`src/rtl/qpc_pkg.sv`:
```
// ----------------------------------------------------------------------------
// qpc_pkg: quadrature position counter package
// Payload types, the x4 step table and the position range constants.
// ----------------------------------------------------------------------------
package qpc_pkg;

  localparam int POS_W   = 32;
  localparam int LIMIT_W = 32;
  // the limit compares run on full signed values
  localparam int CMP_W   = (POS_W > LIMIT_W) ? POS_W : LIMIT_W;
  localparam int CFG_IDX_W = 2;

  typedef enum logic [CFG_IDX_W-1:0] {
    REG_LOWER_LIMIT  = 2'd0,
    REG_UPPER_LIMIT  = 2'd1,
    REG_LOWER_ENABLE = 2'd2,
    REG_UPPER_ENABLE = 2'd3
  } cfg_reg_t;

  localparam logic        PHASE_A = 1'b0;
  localparam logic        PHASE_B = 1'b1;
  localparam logic        IDLE_LEVEL = 1'b1;

  localparam logic signed [1:0] STEP_NONE = 2'sd0;
  localparam logic signed [1:0] STEP_FWD  = 2'sd1;
  localparam logic signed [1:0] STEP_BWD  = -2'sd1;

  localparam logic signed [POS_W-1:0] POS_MAX = {1'b0, {(POS_W-1){1'b1}}};
  localparam logic signed [POS_W-1:0] POS_MIN = {1'b1, {(POS_W-1){1'b0}}};

  // index is {old a, old b, new a, new b}
  localparam logic signed [1:0] STEP_TABLE [16] = '{
    STEP_NONE, STEP_FWD,  STEP_BWD,  STEP_NONE,
    STEP_BWD,  STEP_NONE, STEP_NONE, STEP_FWD,
    STEP_FWD,  STEP_NONE, STEP_NONE, STEP_BWD,
    STEP_NONE, STEP_BWD,  STEP_FWD,  STEP_NONE
  };

  typedef struct packed {
    logic phase_select;
    logic new_level;
  } in_item_t;

  typedef struct packed {
    logic signed [1:0]       step_direction;
    logic signed [POS_W-1:0] position;
    logic                    below_lower;
    logic                    above_upper;
  } out_item_t;

endpackage

```
`src/rtl/quadrature_position_counter_unit.sv`:
```
// ----------------------------------------------------------------------------
// quadrature_position_counter_unit: x4 quadrature decoder with position count
// Registers: input register, then result register, with the level and position
// update combinational between them; a full, stalled result stage holds the input.
// Throughput: one edge event per cycle while the result side does not stall.
// Reset: levels a and b go to 1, position to 0, limits to the full 32-bit
// range and both alarm enables to 0; both stages come up empty.
// ----------------------------------------------------------------------------
module quadrature_position_counter_unit (
  input  logic                                clk,
  input  logic                                rst_n,
  input  logic                                in_valid,
  output logic                                in_stall,
  input  qpc_pkg::in_item_t                   in_data,
  output logic                                out_valid,
  input  logic                                out_stall,
  output qpc_pkg::out_item_t                  out_data,
  input  logic                                cfg_we,
  input  logic [qpc_pkg::CFG_IDX_W-1:0]       cfg_index,
  input  logic [qpc_pkg::LIMIT_W-1:0]         cfg_wdata
);

  // configuration
  logic signed [qpc_pkg::LIMIT_W-1:0] lower_limit_r;
  logic signed [qpc_pkg::LIMIT_W-1:0] upper_limit_r;
  logic                               lower_en_r;
  logic                               upper_en_r;

  // decoder state
  logic                               level_a_r;
  logic                               level_b_r;
  logic signed [qpc_pkg::POS_W-1:0]   pos_r;

  // input stage and result stage
  logic                               s1_valid_r;
  qpc_pkg::in_item_t                  s1_data_r;
  logic                               out_valid_r;
  qpc_pkg::out_item_t                 out_data_r;

  logic                               out_free;
  logic                               advance;
  logic                               in_accept;
  logic                               level_a_nxt;
  logic                               level_b_nxt;
  logic [3:0]                         step_idx;
  logic signed [1:0]                  step;
  logic signed [qpc_pkg::POS_W-1:0]   pos_nxt;
  logic signed [qpc_pkg::CMP_W-1:0]   pos_ext;
  logic signed [qpc_pkg::CMP_W-1:0]   lower_ext;
  logic signed [qpc_pkg::CMP_W-1:0]   upper_ext;
  qpc_pkg::out_item_t                 out_data_nxt;

  assign out_free  = !out_valid_r || !out_stall;
  assign advance   = s1_valid_r && out_free;
  assign in_stall  = s1_valid_r && !out_free;
  assign in_accept = in_valid && !in_stall;

  assign out_valid = out_valid_r;
  assign out_data  = out_data_r;

  always_comb begin
    level_a_nxt = level_a_r;
    level_b_nxt = level_b_r;
    if (s1_data_r.phase_select == qpc_pkg::PHASE_A) begin
      level_a_nxt = s1_data_r.new_level;
    end else begin
      level_b_nxt = s1_data_r.new_level;
    end
    step_idx = {level_a_r, level_b_r, level_a_nxt, level_b_nxt};
    step     = qpc_pkg::STEP_TABLE[step_idx];

    // saturate at the ends of the position range
    pos_nxt = pos_r;
    if (step == qpc_pkg::STEP_FWD && pos_r != qpc_pkg::POS_MAX) begin
      pos_nxt = pos_r + qpc_pkg::POS_W'(1);
    end else if (step == qpc_pkg::STEP_BWD && pos_r != qpc_pkg::POS_MIN) begin
      pos_nxt = pos_r - qpc_pkg::POS_W'(1);
    end

    pos_ext   = qpc_pkg::CMP_W'(pos_nxt);
    lower_ext = qpc_pkg::CMP_W'(lower_limit_r);
    upper_ext = qpc_pkg::CMP_W'(upper_limit_r);

    out_data_nxt.step_direction = step;
    out_data_nxt.position       = pos_nxt;
    out_data_nxt.below_lower    = lower_en_r && (pos_ext <= lower_ext);
    out_data_nxt.above_upper    = upper_en_r && (pos_ext >= upper_ext);
  end

  always_ff @(posedge clk) begin
    if (!rst_n) begin
      lower_limit_r <= {1'b1, {(qpc_pkg::LIMIT_W-1){1'b0}}};
      upper_limit_r <= {1'b0, {(qpc_pkg::LIMIT_W-1){1'b1}}};
      lower_en_r    <= 1'b0;
      upper_en_r    <= 1'b0;
    end else if (cfg_we) begin
      case (cfg_index)
        qpc_pkg::REG_LOWER_LIMIT:  lower_limit_r <= cfg_wdata;
        qpc_pkg::REG_UPPER_LIMIT:  upper_limit_r <= cfg_wdata;
        qpc_pkg::REG_LOWER_ENABLE: lower_en_r    <= cfg_wdata[0];
        qpc_pkg::REG_UPPER_ENABLE: upper_en_r    <= cfg_wdata[0];
        default: ;
      endcase
    end
  end

  always_ff @(posedge clk) begin
    if (!rst_n) begin
      s1_valid_r  <= 1'b0;
      out_valid_r <= 1'b0;
      level_a_r   <= qpc_pkg::IDLE_LEVEL;
      level_b_r   <= qpc_pkg::IDLE_LEVEL;
      pos_r       <= '0;
    end else begin
      if (in_accept) begin
        s1_valid_r <= 1'b1;
      end else if (advance) begin
        s1_valid_r <= 1'b0;
      end
      if (advance) begin
        out_valid_r <= 1'b1;
        level_a_r   <= level_a_nxt;
        level_b_r   <= level_b_nxt;
        pos_r       <= pos_nxt;
      end else if (!out_stall) begin
        out_valid_r <= 1'b0;
      end
    end
  end

  always_ff @(posedge clk) begin
    if (in_accept) begin
      s1_data_r <= in_data;
    end
    if (advance) begin
      out_data_r <= out_data_nxt;
    end
  end

  // the held request only waits on a full, stalled result stage
  a_stall_needs_full: assert property (@(posedge clk) disable iff (!rst_n)
    in_stall |-> (s1_valid_r && out_valid_r && out_stall))
    else $error("input stalled while result stage can move");

  // a request with no step leaves the position alone
  a_no_step_no_move: assert property (@(posedge clk) disable iff (!rst_n)
    (advance && step == qpc_pkg::STEP_NONE) |=> pos_r == $past(pos_r))
    else $error("position moved without a step");

  // the selected phase takes the requested level
  a_level_taken: assert property (@(posedge clk) disable iff (!rst_n)
    advance |=> ((($past(s1_data_r.phase_select) == qpc_pkg::PHASE_A) ? level_a_r
                 : level_b_r) == $past(s1_data_r.new_level)))
    else $error("phase level not updated");

  // step code 2 is never produced
  a_step_code: assert property (@(posedge clk) disable iff (!rst_n)
    out_valid_r |-> out_data_r.step_direction != 2'sb10)
    else $error("illegal step code");

  // the result position tracks the counter
  a_pos_match: assert property (@(posedge clk) disable iff (!rst_n)
    advance |=> out_data_r.position == pos_r)
    else $error("result position differs from counter");

endmodule

```
`config.mk`:
```
export PLATFORM = sky130hd
export DESIGN_NAME = quadrature_position_counter_unit
export DESIGN_NICKNAME = d
export VERILOG_FILES = /design/src/rtl/qpc_pkg.sv /design/src/rtl/quadrature_position_counter_unit.sv
export SDC_FILE = /design/constraint.sdc
export NUM_CORES = 1
export LEC_CHECK = 0
export ABC_AREA = 1
export BUFFER_PORTS_ARGS = -buffer_cell sky130_fd_sc_hd__buf_2
export CELL_PAD_IN_SITES_DETAIL_PLACEMENT = 0
export CELL_PAD_IN_SITES_GLOBAL_PLACEMENT = 1
export CORE_UTILIZATION = 40
export DETAILED_ROUTE_END_ITERATION = 12
export GPL_TIMING_DRIVEN = 0
export MAX_ROUTING_LAYER = met4
export PLACE_DENSITY = 0.76
export SYNTH_ARGS = -nofsm -noshare
export SYNTH_HDL_FRONTEND = slang
export SYNTH_SLANG_ARGS = --single-unit
export TNS_END_PERCENT = 1
```
`constraint.sdc`:
```
create_clock -name clk -period 4.32 [get_ports clk]
set_clock_uncertainty 0.1 [all_clocks]
set_input_delay 0.864 -clock clk [delete_from_list [all_inputs] [get_ports clk]]
set_output_delay 0.864 -clock clk [all_outputs]
set_load 0.02 [all_outputs]
```
* Word-level counts from Yosys, hierarchy flattened
Memory sizes are Yosys's and may differ from the RTL's. Index checks and enable logic that the tools add are counted.
Operators by class: add/sub/neg operators 2, magnitude comparators 3, equality and inequality tests 8, mux-type cells 10, bitwise gates (word level) 1, reductions and logical operators 18
Operators with widths (count):
- 2-to-1 mux 32 bit | 2
- inequality test 32 bit (second input constant) | 2
- adder 32 x 2 -> 32 bit (second input constant) | 1
- greater-or-equal comparator 32 bit | 1
- <= comparator 32 bit | 1
- subtractor 32 x 2 -> 32 bit (second input constant) | 1
- AND reduction 2 bit | 4
- logical AND 1 bit | 7
- == test 2 bit (second input constant) | 3
- 2-to-1 mux 1 bit | 6
- greater-or-equal comparator 5 bit (second input constant) | 1
- inverter 4 -> 5 bit | 1
- == test 2 x 1 -> 1 bit (second input constant) | 2
- zero test 1 bit | 4
- 2-to-1 mux 2 bit | 2
- zero test 2 bit | 1
- inequality test 2 x 1 -> 1 bit (second input constant) | 1
- nonzero test 2 bit | 1
- logical OR 1 bit | 1
Storage, ports and cells: register bits after elaboration 140, ROM bits 32, output and inout port bits 38, memories 1
Memories:
- (no name shown) | depth 16, bits a word 2, read ports 1, clocked after memory_dff 0, write ports 0, RTL line quadrature_position_counter_unit.sv:70 | step = qpc_pkg::STEP_TABLE[step_idx];

* Longest topological paths before layout
Gate-level depths: netlist of run 1.
word-level depth 11, mapped depth 31, depth with buffers taken out 30

* Worst setup path before layout of run 1
Ideal clock, no wire load.
path type flip-flop to flip-flop, start reg s1_data_r[1] in the netlist's numbering, end reg out_data_r, in the netlist out_data[1] (data pin), arrival 3.055 ns, data required time 3.971 ns, path slack 0.915 ns, cell stages (with the launch flop) 26, path buffers 1, period minus slack after synthesis 3.405 ns, cell sequence edfxtp_1 > o21ai_0 > ha_1 > inv_1 > nand2_1 > nand2_1 > nand2_1 > nand2_2 > nand2_2 > nor2_4 > buf_4 > nand2_1 > nand2_1 > nand2_1 > nand2_1 > inv_1 > ha_1 > nand2_1 > nor2_1 > nand2_1 > nor4_1 > nand2_1 > nand3_1 > nand3_1 > nand2_1 > inv_1
RTL lines:
- start: declaration | RTL line quadrature_position_counter_unit.sv:36 | qpc_pkg::in_item_t s1_data_r;
- start signal: assignment | RTL line quadrature_position_counter_unit.sv:133 | s1_data_r <= in_data;
- end signal: assignment | RTL line quadrature_position_counter_unit.sv:136 | out_data_r <= out_data_nxt;
- end: declaration | RTL line quadrature_position_counter_unit.sv:38 | qpc_pkg::out_item_t out_data_r;

==> summary.txt, run 1 <==
Floorplan
  • Die ar.: roughly 23000 um2
  • IO Count: between 70 and 80
  • Die width: 150 um
  • Area of the core: between 20000 and 25000 um2
  • Die height: 150 um
  • Rows: 53
  • Initial core utilization: 0.414

GRT
  • Overflow left after global routing: 0
  • Initial antenna violation count: 0
  • First-pass GRT wire length: ~43000 um
  • GRT Total Usage: 0.258
  • Largest net degree at the start of global routing: 34
  • Vias in the first global route: about 7700

CTS
  • Reg clk slew, reported paths: roughly 0.070 ns
  • Clock latency on the worst-skew pair: around 0.43 ns
  • TritonCTS clock tree: done
  • CTS sink cnt: 140
  • H-tree depth: 4
  • Clk buf depth: 2
  • CTS buffer count: 17
  • Root buf cell: clkbuf_16

Worst hold path
  • WHS Endpoint: lower_en_r$_SDFFE_PN0P_
  • Hold WC Path Type: reg2reg
  • Hold depth: 2
  • Hold path start: lower_en_r$_SDFFE_PN0P_

STA
  • Hold_ws: 0.345 ns
  • Max Slew Vio Count: 0
  • Min cycle time layout: around 4 ns
  • F_max: between 200 and 250 MHz
  • Final period utilization: 0.940
  • Worst Max-Slew Pin Slew: between 0.9 and 1 ns
  • # setup viols final: 0
  • Hold Vio Cnt, Final: 0
  • Max_slew headroom: 0.358

Logic synthesis
  • Fraction of registers with async set/reset: 0
  • Ys flop type: dfxtp_1
  • Post-synth top area cell: dfxtp_1
  • Top-area cell type share of the netlist area: 0.232
  • Syn nets: 1354
  • Syn Std Cell Area: between 8000 and 9000 um2
  • Most frequent cells after synthesis: nand2_1, inv_1, dfxtp_1
  • Synth Instances: approximately 1200
  • Sequential area share after synthesis: 0.362
  • Unique masters post-synth: 38
  • EDFF count, synth: 38
  • Syn avg cell area: slightly above 7 um2
  • Most common cell in the netlist: nand2_1
  • Synth top area cells: dfxtp_1, nand2_1, edfxtp_1, ha_1, inv_1
  • Synth warn: 0
  • Flops & latches, synth: 140

Detailed routing
  • DRC viols: 0
  • Vias: between 8000 and 9000
  • WL/cell: between 15 and 20 um
  • Detail Route Antenna Nets: 0
  • Vias per cell: around 5.0
  • DRT Pass-1 Iters: 5
  • Total Routed Length: roughly 27000 um
  • Iteration-0 DRC Markers: roughly 540

Job
  • # Max-Cap Violations: 0

Pwr
  • Cell Pwr Density: between 400 and 500 nW/um2
  • Pleak: 4.96 nW
  • Maximum vdd drop: 0.000251 V

Placed design
  • GPL Wtd Cong: 0.926
  • IO buf count: 77
  • Post-DP HPWL: between 20000 and 25000 um

Finish
  • Share of layout cells above drive strength 1: 0.126
  • Final net count: between 1000 and 1500
  • Area grow syn2layout: 16.0%
  • Final core utilization: 0.480
  • Final-layout fill cell count: 2200

Run status
  • Status: completed

Setup path
  • CP Class: reg2reg
  • Critical path peak fanout: 10
  • R2r setup slk: 0.26 ns
  • Worst EP arrival: approximately 4.2 ns
  • Critical path launch point type: flop
  • R2r worst-path depth: 24
  • Worst r2r src: level_a_r$_SDFFE_PN1P_
  • Endpoint class of the critical path: flop
  • Reg2Reg Capture Point: out_data[0]$_DFFE_PP_
  • Critical Path RT: 4.47 ns
metal layers:
layer / global-route usage / routed length (um) / share of wire
met1: 0.353 / 13200 / 0.49
met2: 0.401 / 12000 / 0.45
met3: 0.0342 / 1260 / 0.047
met4: 0.0626 / 386 / 0.014
met5: - / 0 / 0
critical path: stages (launching register included):
cell,delay [ns]
dfxtp_1,0.38
inv_1,0.11
nand2_1,0.07
o21ai_1,0.10
ha_1,0.35
inv_1,0.08
nand2_1,0.07
nand2_1,0.06
nand2_1,0.06
nand2_2,0.09
nand2_2,0.08
a21oi_4,0.18
buf_6,0.21
nand3_1,0.11
nand3_1,0.11
nand2_1,0.13
ha_1,0.32
nand2_1,0.07
nor2_1,0.16
nand2_1,0.13
nor4_4,0.27
nand2_1,0.17
a21boi_0,0.21
nor2_1,0.08
nor2_1,0.17
how the worst max path moves through the flow:
stage	to	cells past startpoint	start	slack (ns)
4_1_cts	out_data[0]$_DFFE_PP_	24	level_a_r$_SDFFE_PN1P_	0.07
3_3_place_gp	out_data[0]$_DFFE_PP_	22	s1_data_r[1]$_DFFE_PP_	-0.20
5_1_grt	out_data[0]$_DFFE_PP_	28	level_a_r$_SDFFE_PN1P_	-0.002
2_1_floorplan	out_data[1]$_DFFE_PP_	25	s1_data_r[1]$_DFFE_PP_	0.92
3_5_place_dp	out_data[0]$_DFFE_PP_	22	s1_data_r[1]$_DFFE_PP_	-0.18
6_report	out_data[0]$_DFFE_PP_	24	level_a_r$_SDFFE_PN1P_	0.26
cells by family after synthesis:
logic type                 Yosys count  synth area share
AOI/OAI and AO/OA                  229             0.144
xor gates and xnor gates            13            0.0129
adders and majority gates           71             0.101
buffers and inverters              217             0.100
DFF                                140             0.362
and+or+nand+nor                    572             0.280
cells in the final DEF, fill, tap and decap left out, types with 2 or more instances in the layout:
cell | synthesis | routed
inv_1 | 162 | 162
nand2_2 | 7 | 7
buf_2 | 8 | 84
nor2_1 | 95 | 94
nand3_1 | 56 | 56
nand2_4 | 3 | 3
o21a_1 | 3 | 3
inv_6 | 0 | 2
nor2_2 | 13 | 14
buf_6 | 7 | 8
dfxtp_1 | 102 | 102
o21ai_1 | 14 | 16
o21ai_0 | 73 | 71
ha_1 | 71 | 71
nor2_4 | 6 | 6
xor2_1 | 12 | 12
o211ai_1 | 34 | 34
nand3b_1 | 10 | 10
nand4_1 | 14 | 14
clkbuf_1 | 30 | 32
clkinv_2 | 0 | 4
nor3_1 | 17 | 17
buf_4 | 2 | 3
nand2_1 | 343 | 343
edfxtp_1 | 38 | 38
a21oi_1 | 100 | 100
clkbuf_16 | 0 | 21
inv_2 | 5 | 5
clkinv_1 | 3 | 3
metrics by stage:
| stage | worst slack [ns] | TNS [ns] | cell area (um2) | std cells | power [W] |
|---|---|---|---|---|---|
| floorplan | 0.915 | 0 | 8800 | 1242 | 0.00234 |
| CTS | 0.0709 | 0 | 10200 | 1627 | 0.00425 |
| global route | -0.00156 | -0.00156 | 10200 | 1629 | 0.00450 |
| detailed placement | -0.185 | -0.185 | 9560 | 1595 | 0.00271 |
| global placement | -0.204 | -0.358 | 9530 | 1594 | 0.00271 |
| finish | 0.261 | 0 | 10200 | 1630 | 0.00424 |
power by group:
part	switching, W	leakage, nW	internal, W
registers	0.0000539	1.20	0.00146
logic	0.000815	3.46	0.000387
clock network	0.000595	0.301	0.000932
total	0.00146	4.96	0.00277
state kept, by name, summed over array words and instances (netlist names):
register    flops
out_data       36
lower_ext      32
pos_r          32
upper_ext      32
s1_data_r       2
level_a_r       1
level_b_r       1
lower_en_r      1
out_valid       1
s1_valid_r      1
upper_en_r      1
cell type report:
cell class              instances  area (um2)  area share
clock buffers                  24         537      0.0525
repair buffers                 80         420      0.0412
multi-input cells             885        4760       0.466
well taps                     275         344      0.0337
diodes                          1        2.50    0.000245
clock inverters                 8        75.1     0.00735
flip-flops and latches        140        3180       0.312
inverters                     170         638      0.0625
plain buffers                  47         254      0.0249
repair_timing:
item                       4_1_cts  5_1_grt
hold buffers                     0        0
buffers inserted                 0        2
setup endpoints to repair        1        2
gates resized for setup          3        5
No activity file was read; power rests on OpenSTA's default activity.
==> inputs of run 2 (changes only) <==
- CTS_BUF_LIST: not set -> sky130_fd_sc_hd__clkbuf_16
- RECOVER_POWER: not set -> 50
==> summary.txt, run 2 (synthesis results as in run 1) <==
Detailed routing
  • Vias: 8220 (-0.049%)
  • Detail Route Antenna Nets: 0 (unchanged)
  • DRT Pass-1 Iters: 6 (+1)
  • WL/cell: 16.5 um (+0.11%)
  • DRC viols: 0 (unchanged)
  • Vias per cell: 5.05 (about the same)
  • Iteration-0 DRC Markers: 616 (+15%)
  • Total Routed Length: 26900 um (about the same)

Setup path
  • R2r setup slk: 0.25 ns (about the same)
  • Critical Path RT: 4.47 ns (about the same)
  • Worst EP arrival: 4.22 ns (about the same)
  • Critical path peak fanout: 10 (unchanged)
  • Worst r2r src: s1_data_r[1]$_DFFE_PP_
  • Reg2Reg Capture Point: out_data[0]$_DFFE_PP_
  • Cell mode on critical path: nand2_1
  • Critical path launch point type: flop
  • Worst Setup SP: s1_data_r[1]$_DFFE_PP_
  • CP Class: reg2reg
  • R2r worst-path depth: 22 (-8.3%)
  • Critical path, cell by cell: o21ai_1 -> ha_1 -> inv_1 -> nand2_1 -> nand2_1 -> nand2_1 -> nand2_2 -> nand2_2 -> a21oi_4 -> buf_6 -> nand3_1 -> nand3_1 -> nand2_1 -> ha_1 -> nand2_1 -> nor2_1 -> nand2_1 -> nor4_4 -> nand2_1 -> a21boi_0 -> nor2_1 -> nor2_1
  • Critical path's largest stage delay: 0.42 ns (+0.04 ns)
  • Crit path max-delay cell type: edfxtp_1
  • Endpoint class of the critical path: flop

Placed design
  • IO buf count: 77 (unchanged)
  • Post-DP HPWL: 20500 um (unchanged)
  • GPL Wtd Cong: 0.926 (unchanged)
  • DP Area: 9560 um2 (unchanged)
  • # placed instances: 1595 (unchanged)

Pwr
  • Total power: 0.00423 W (-0.19%)
  • Clk pwr share: 0.361 (about the same)
  • Switching power: 0.00147 W (+0.49%)
  • Net Sw Frac: 0.348 (+0.00234)
  • Cell Pwr Density: 416 nW/um2 (+0.34%)
  • Power Internal: 0.00276 W (-0.54%)
  • Pleak: 4.85 nW (-2.2%)
  • Seq pwr share: 0.357 (about the same)
  • Maximum vdd drop: 0.000252 V (+0.32%)
  • Comb power frac: 0.282 (-0.002)

GRT
  • Initial antenna violation count: 0 (unchanged)
  • Vias in the first global route: 7720 (-0.013%)
  • First-pass GRT wire length: 42600 um (unchanged)
  • GRT Total Usage: 0.258 (unchanged)
  • Overflow left after global routing: 0 (unchanged)
  • Largest net degree at the start of global routing: 34 (unchanged)

Floorplan
  • Rows: 53 (unchanged)
  • Die height: 150 um (unchanged)
  • Area of the core: 21300 um2 (unchanged)
  • Die width: 150 um (unchanged)
  • IO Count: 79 (unchanged)
  • Initial core utilization: 0.414 (unchanged)
  • Die ar.: 22600 um2 (unchanged)

CTS
  • H-tree depth: 4 (unchanged)
  • TritonCTS clock tree: done
  • Clock latency on the worst-skew pair: 0.43 ns (about the same)
  • CTS buffer count: 17 (unchanged)
  • Reg clk slew, reported paths: 0.07 ns (about the same)
  • Root buf cell: clkbuf_16
  • Post-cts hold buffer count: 0 (unchanged)
  • Clk buf depth: 2 (unchanged)
  • CTS sink cnt: 140 (unchanged)

Finish
  • Area grow syn2layout: 15.4%
  • Final net count: 1453 (unchanged)
  • Most common cell after layout, fill and taps aside: nand2_1
  • Final core utilization: 0.477 (-0.00253)
  • Max reg flops: 36 (unchanged)
  • Cell area after layout: 10200 um2 (-0.53%)
  • Share of layout cells above drive strength 1: 0.0960 (-0.0303)
  • Commonest non-fill, non-tap cells in the layout: nand2_1, inv_1, dfxtp_1, a21oi_1, nor2_1
  • Layout Cells excl Fill: 1629 (-0.061%)
  • Antenna diodes: 0 (-1)

STA
  • # setup viols final: 0 (unchanged)
  • Max_slew headroom: 0.342 (-0.0156)
  • Min cycle time layout: 4.07 ns (+0.00634 ns)
  • Worst Max-Slew Pin Slew: 0.987 ns (+0.0307 ns)
  • Setup TNS: 0 ns (unchanged)
  • F_max: 246 MHz (-0.16%)
  • Final period utilization: 0.941 (+0.00147)
  • Max Slew Vio Count: 0 (unchanged)
  • Hold Vio Cnt, Final: 0 (unchanged)

Worst hold path
  • Hold path start: lower_en_r$_SDFFE_PN0P_
  • WHS Endpoint: lower_en_r$_SDFFE_PN0P_
  • Hold depth: 2 (unchanged)
  • Hold WC Path Type: reg2reg

Job
  • # Max-Cap Violations: 0 (unchanged)

Run status
  • Status: completed
[run 2: changes by cell type in the layout (fill, tap and decap cells not counted), sizes merged]
cell / delta
inv: +3
clkbuf: +37
buf: -40
diode: -1
[run 2: how the worst max path moves through the flow]
| stage | endpoint | slack (ns) | cells past startpoint |
|---|---|---|---|
| global route | out_data[0]$_DFFE_PP_ | -0.002 | 28 |
| global placement | out_data[0]$_DFFE_PP_ | -0.20 | 22 |
| CTS | out_data[0]$_DFFE_PP_ | 0.07 | 24 |
| finish | out_data[0]$_DFFE_PP_ | 0.25 | 22 |
| detailed placement | out_data[0]$_DFFE_PP_ | -0.18 | 22 |
| floorplan | out_data[1]$_DFFE_PP_ | 0.92 | 25 |
[run 2: cell type report]
class	count	area [um2]
buffer	47	253
clock buffer	21	526
clock inverter	11	86.3
fill	2229	11100
inverter	170	638
multi-input combinational	885	4760
sequential	140	3180
tap	275	344
timing repair buffer	80	370
[run 2: repair_timing]
item | 4_1_cts | 5_1_grt
pin swaps | 0 | 0
resized for setup | 3 | 5
setup endpoints to repair | 1 | 2
setup buffers | 0 | 2
[run 2: power groups by stage]
stage | Sequential, W | Combinational, W | Clock (W)
detailed placement | 0.00154 | 0.00118 | 0
floorplan | 0.00156 | 0.000782 | 0
finish | 0.00151 | 0.00119 | 0.00153
global placement | 0.00154 | 0.00117 | 0
CTS | 0.00151 | 0.00119 | 0.00154
global route | 0.00152 | 0.00136 | 0.00161
[run 2: worst max-delay path: cells and delay by family (launching register included)]
| family | cells | cell delay [ns] |
|---|---|---|
| and+or+nand+nor | 15 | 1.76 |
| AOI/OAI and AO/OA | 3 | 0.67 |
| adders and majority gates | 2 | 0.64 |
| DFF | 1 | 0.42 |
| buffers and inverters | 2 | 0.29 |
[run 2: routing by layer]
layer	share of wire	wire, um	track usage	vias to the layer above
li1	-	-	-	4244
met1	0.50	13300	0.353	3781
met2	0.45	12000	0.401	174
met3	0.043	1160	0.0342	21
met4	0.014	386	0.0626	0
met5	0	0	-	-
[run 2: through the flow]
stage / setup WS [ns] / hold WS [ns]
3_5_place_dp: -0.185 / 0.339
5_1_grt: -0.00181 / 0.372
2_1_floorplan: 0.915 / 0.324
3_3_place_gp: -0.204 / 0.337
4_1_cts: 0.0708 / 0.349
6_report: 0.255 / 0.345
==> inputs of run 3 (changes only) <==
- BUFFER_PORTS_ARGS: -buffer_cell sky130_fd_sc_hd__buf_2 -> not set
- DONT_BUFFER_PORTS: not set -> 1
- PLACE_DENSITY: 0.76 -> 0.71
- SKIP_CTS_REPAIR_TIMING: not set -> 1
==> summary.txt, run 3 (synthesis results as in run 1) <==
Run status
  • Status: completed

Detailed routing
  • WL/cell: 17.3 um (+4.9%)
  • Total Routed Length: 26900 um (about the same)
  • Vias: 7885 (-4.1%)
  • Detail Route Antenna Nets: 0 (unchanged)
  • DRT Pass-1 Iters: 5 (-1)
  • DRC viols: 0 (unchanged)
  • Vias per cell: 5.08 (+0.62%)
  • Iteration-0 DRC Markers: 443 (-28%)

Placed design
  • IO buf count: 0 (-100%)
  • GPL Wtd Cong: 0.932 (+0.59%)
  • # placed instances: 1518 (-4.8%)
  • Post-DP HPWL: 20600 um (+0.72%)

CTS
  • H-tree depth: 4 (unchanged)
  • Reg clk slew, reported paths: 0.07 ns (about the same)
  • CTS sink cnt: 140 (unchanged)
  • TritonCTS clock tree: done
  • Root buf cell: clkbuf_16
  • CTS buffer count: 17 (unchanged)
  • Clk buf depth: 2 (unchanged)
  • Clock latency on the worst-skew pair: 0.43 ns (about the same)

Setup path
  • CP delay by family, top: simple AND/OR/NAND/NOR gates
  • Critical path launch point type: flop
  • CP Class: reg2reg
  • Reg2Reg Capture Point: out_data[0]$_DFFE_PP_
  • WP buf/inv: 6 (+4)
  • Worst EP arrival: 4.18 ns (-0.04 ns)
  • Crit path max-delay cell type: dfxtp_1
  • Cell mode on critical path: nand2_1
  • R2r setup slk: 0.32 ns (+0.06 ns)
  • R2r worst-path depth: 26 (+18%)
  • Critical path's largest stage delay: 0.39 ns (-0.03 ns)
  • Worst r2r src: level_a_r$_SDFFE_PN1P_
  • Endpoint class of the critical path: flop
  • Critical path peak fanout: 10 (unchanged)
  • Critical Path RT: 4.49 ns (+0.02 ns)

Finish
  • Layout Cells excl Fill: 1553 (-4.7%)
  • Final net count: 1377 (-5.2%)
  • Antenna diodes: 0 (unchanged)
  • Area grow syn2layout: 11.4%
  • Share of layout cells above drive strength 1: 0.0751 (-0.0209)
  • Commonest non-fill, non-tap cells in the layout: nand2_1, inv_1, dfxtp_1, a21oi_1, nor2_1
  • Most common cell after layout, fill and taps aside: nand2_1
  • Max reg flops: 36 (unchanged)

Floorplan
  • IO Count: 79 (unchanged)
  • Die ar.: 22600 um2 (unchanged)
  • Die height: 150 um (unchanged)
  • Area of the core: 21300 um2 (unchanged)
  • Initial core utilization: 0.414 (unchanged)
  • Die width: 150 um (unchanged)
  • Rows: 53 (unchanged)

Pwr
  • Comb power frac: 0.274 (-0.008)
  • Cell Pwr Density: 416 nW/um2 (about the same)
  • Net Sw Frac: 0.358 (+0.0102)
  • Seq pwr share: 0.381 (+0.024)
  • Clk pwr share: 0.346 (-0.015)
  • Power Internal: 0.00262 W (-5.1%)
  • Maximum vdd drop: 0.000261 V (+3.7%)
  • Pleak: 4.65 nW (-4.3%)
  • Switching power: 0.00146 W (-0.73%)

STA
  • Worst Max-Slew Pin Slew: 1.05 ns (+0.0665 ns)
  • Hold Vio Cnt, Final: 0 (unchanged)
  • Max Slew Vio Count: 0 (unchanged)
  • # setup viols final: 0 (unchanged)
  • Min cycle time layout: 4.00 ns (-0.0603 ns)
  • F_max: 250 MHz (+1.5%)
  • Setup TNS: 0 ns (unchanged)
  • Final period utilization: 0.927 (-0.0139)
  • Max_slew headroom: 0.293 (-0.0497)

Worst hold path
  • Hold depth: 2 (unchanged)
  • Hold path start: lower_en_r$_SDFFE_PN0P_
  • WHS Endpoint: lower_en_r$_SDFFE_PN0P_
  • Hold WC Path Type: reg2reg

GRT
  • Largest net degree at the start of global routing: 25 (-26%)
  • Overflow left after global routing: 0 (unchanged)
  • Initial antenna violation count: 0 (unchanged)
  • Vias in the first global route: 7506 (-2.8%)
  • GRT Total Usage: 0.258 (about the same)
  • First-pass GRT wire length: 42300 um (-0.73%)

Job
  • # Max-Cap Violations: 0 (unchanged)
run 3: final cells by class:
| class | count | area [um2] |
|---|---|---|
| tap | 275 | 344 |
| buffer | 47 | 260 |
| clock inverter | 13 | 91.3 |
| timing repair buffer | 4 | 50.0 |
| fill | 2199 | 11500 |
| inverter | 170 | 638 |
| clock buffer | 19 | 475 |
| multi-input combinational | 885 | 4760 |
| sequential | 140 | 3180 |
run 3: how the worst max path moves through the flow:
stage | startpoint | to | slack (ns) | cells after the start
after floorplan | s1_data_r[1]$_DFFE_PP_ | out_data[1]$_DFFE_PP_ | 0.92 | 25
after global placement | s1_data_r[1]$_DFFE_PP_ | out_data[0]$_DFFE_PP_ | -0.26 | 22
after detailed placement | s1_data_r[1]$_DFFE_PP_ | out_data[0]$_DFFE_PP_ | -0.27 | 22
after CTS | s1_data_r[1]$_DFFE_PP_ | out_data[0]$_DFFE_PP_ | -0.30 | 22
after global routing | level_a_r$_SDFFE_PN1P_ | out_data[0]$_DFFE_PP_ | -0.03 | 25
final | level_a_r$_SDFFE_PN1P_ | out_data[0]$_DFFE_PP_ | 0.32 | 26
run 3: worst min-delay path: cells and delay by family, from the launching register on:
| kind | cells | cell delay [ns] |
|---|---|---|
| AOI/OAI and AO/OA | 1 | 0.05 |
| buffers and inverters | 1 | 0.05 |
| DFF | 1 | 0.31 |
run 3: metrics by stage:
stage / instance area (um2) / hold slack (ns) / power, W / utilization / setup WS (ns)
4_1_cts: 9740 / 0.355 / 0.00410 / 0.458 / -0.298
6_report: 9810 / 0.357 / 0.00408 / 0.461 / 0.315
2_1_floorplan: 8800 / 0.324 / 0.00234 / - / 0.915
3_3_place_gp: 9150 / 0.340 / 0.00267 / 0.430 / -0.264
5_1_grt: 9810 / 0.374 / 0.00433 / 0.461 / -0.0305
3_5_place_dp: 9180 / 0.344 / 0.00268 / 0.431 / -0.269
run 3: routing by layer:
layer  vias up  share of wire  track usage  routed length (um)
met2       164           0.45        0.410               12200
met5         -              0            -                   0
li1       4094              -            -                   -
met1      3608           0.50        0.346               13300
met3        19          0.042       0.0394                1120
met4         0         0.0082       0.0525                 221
run 3: power by group through the flow:
stage | logic [W] | registers [W] | clock network [W]
after CTS | 0.00111 | 0.00155 | 0.00144
after global routing | 0.00127 | 0.00156 | 0.00149
after global placement | 0.00109 | 0.00158 | 0
final | 0.00112 | 0.00155 | 0.00141
after detailed placement | 0.00110 | 0.00158 | 0
after floorplan | 0.000782 | 0.00156 | 0
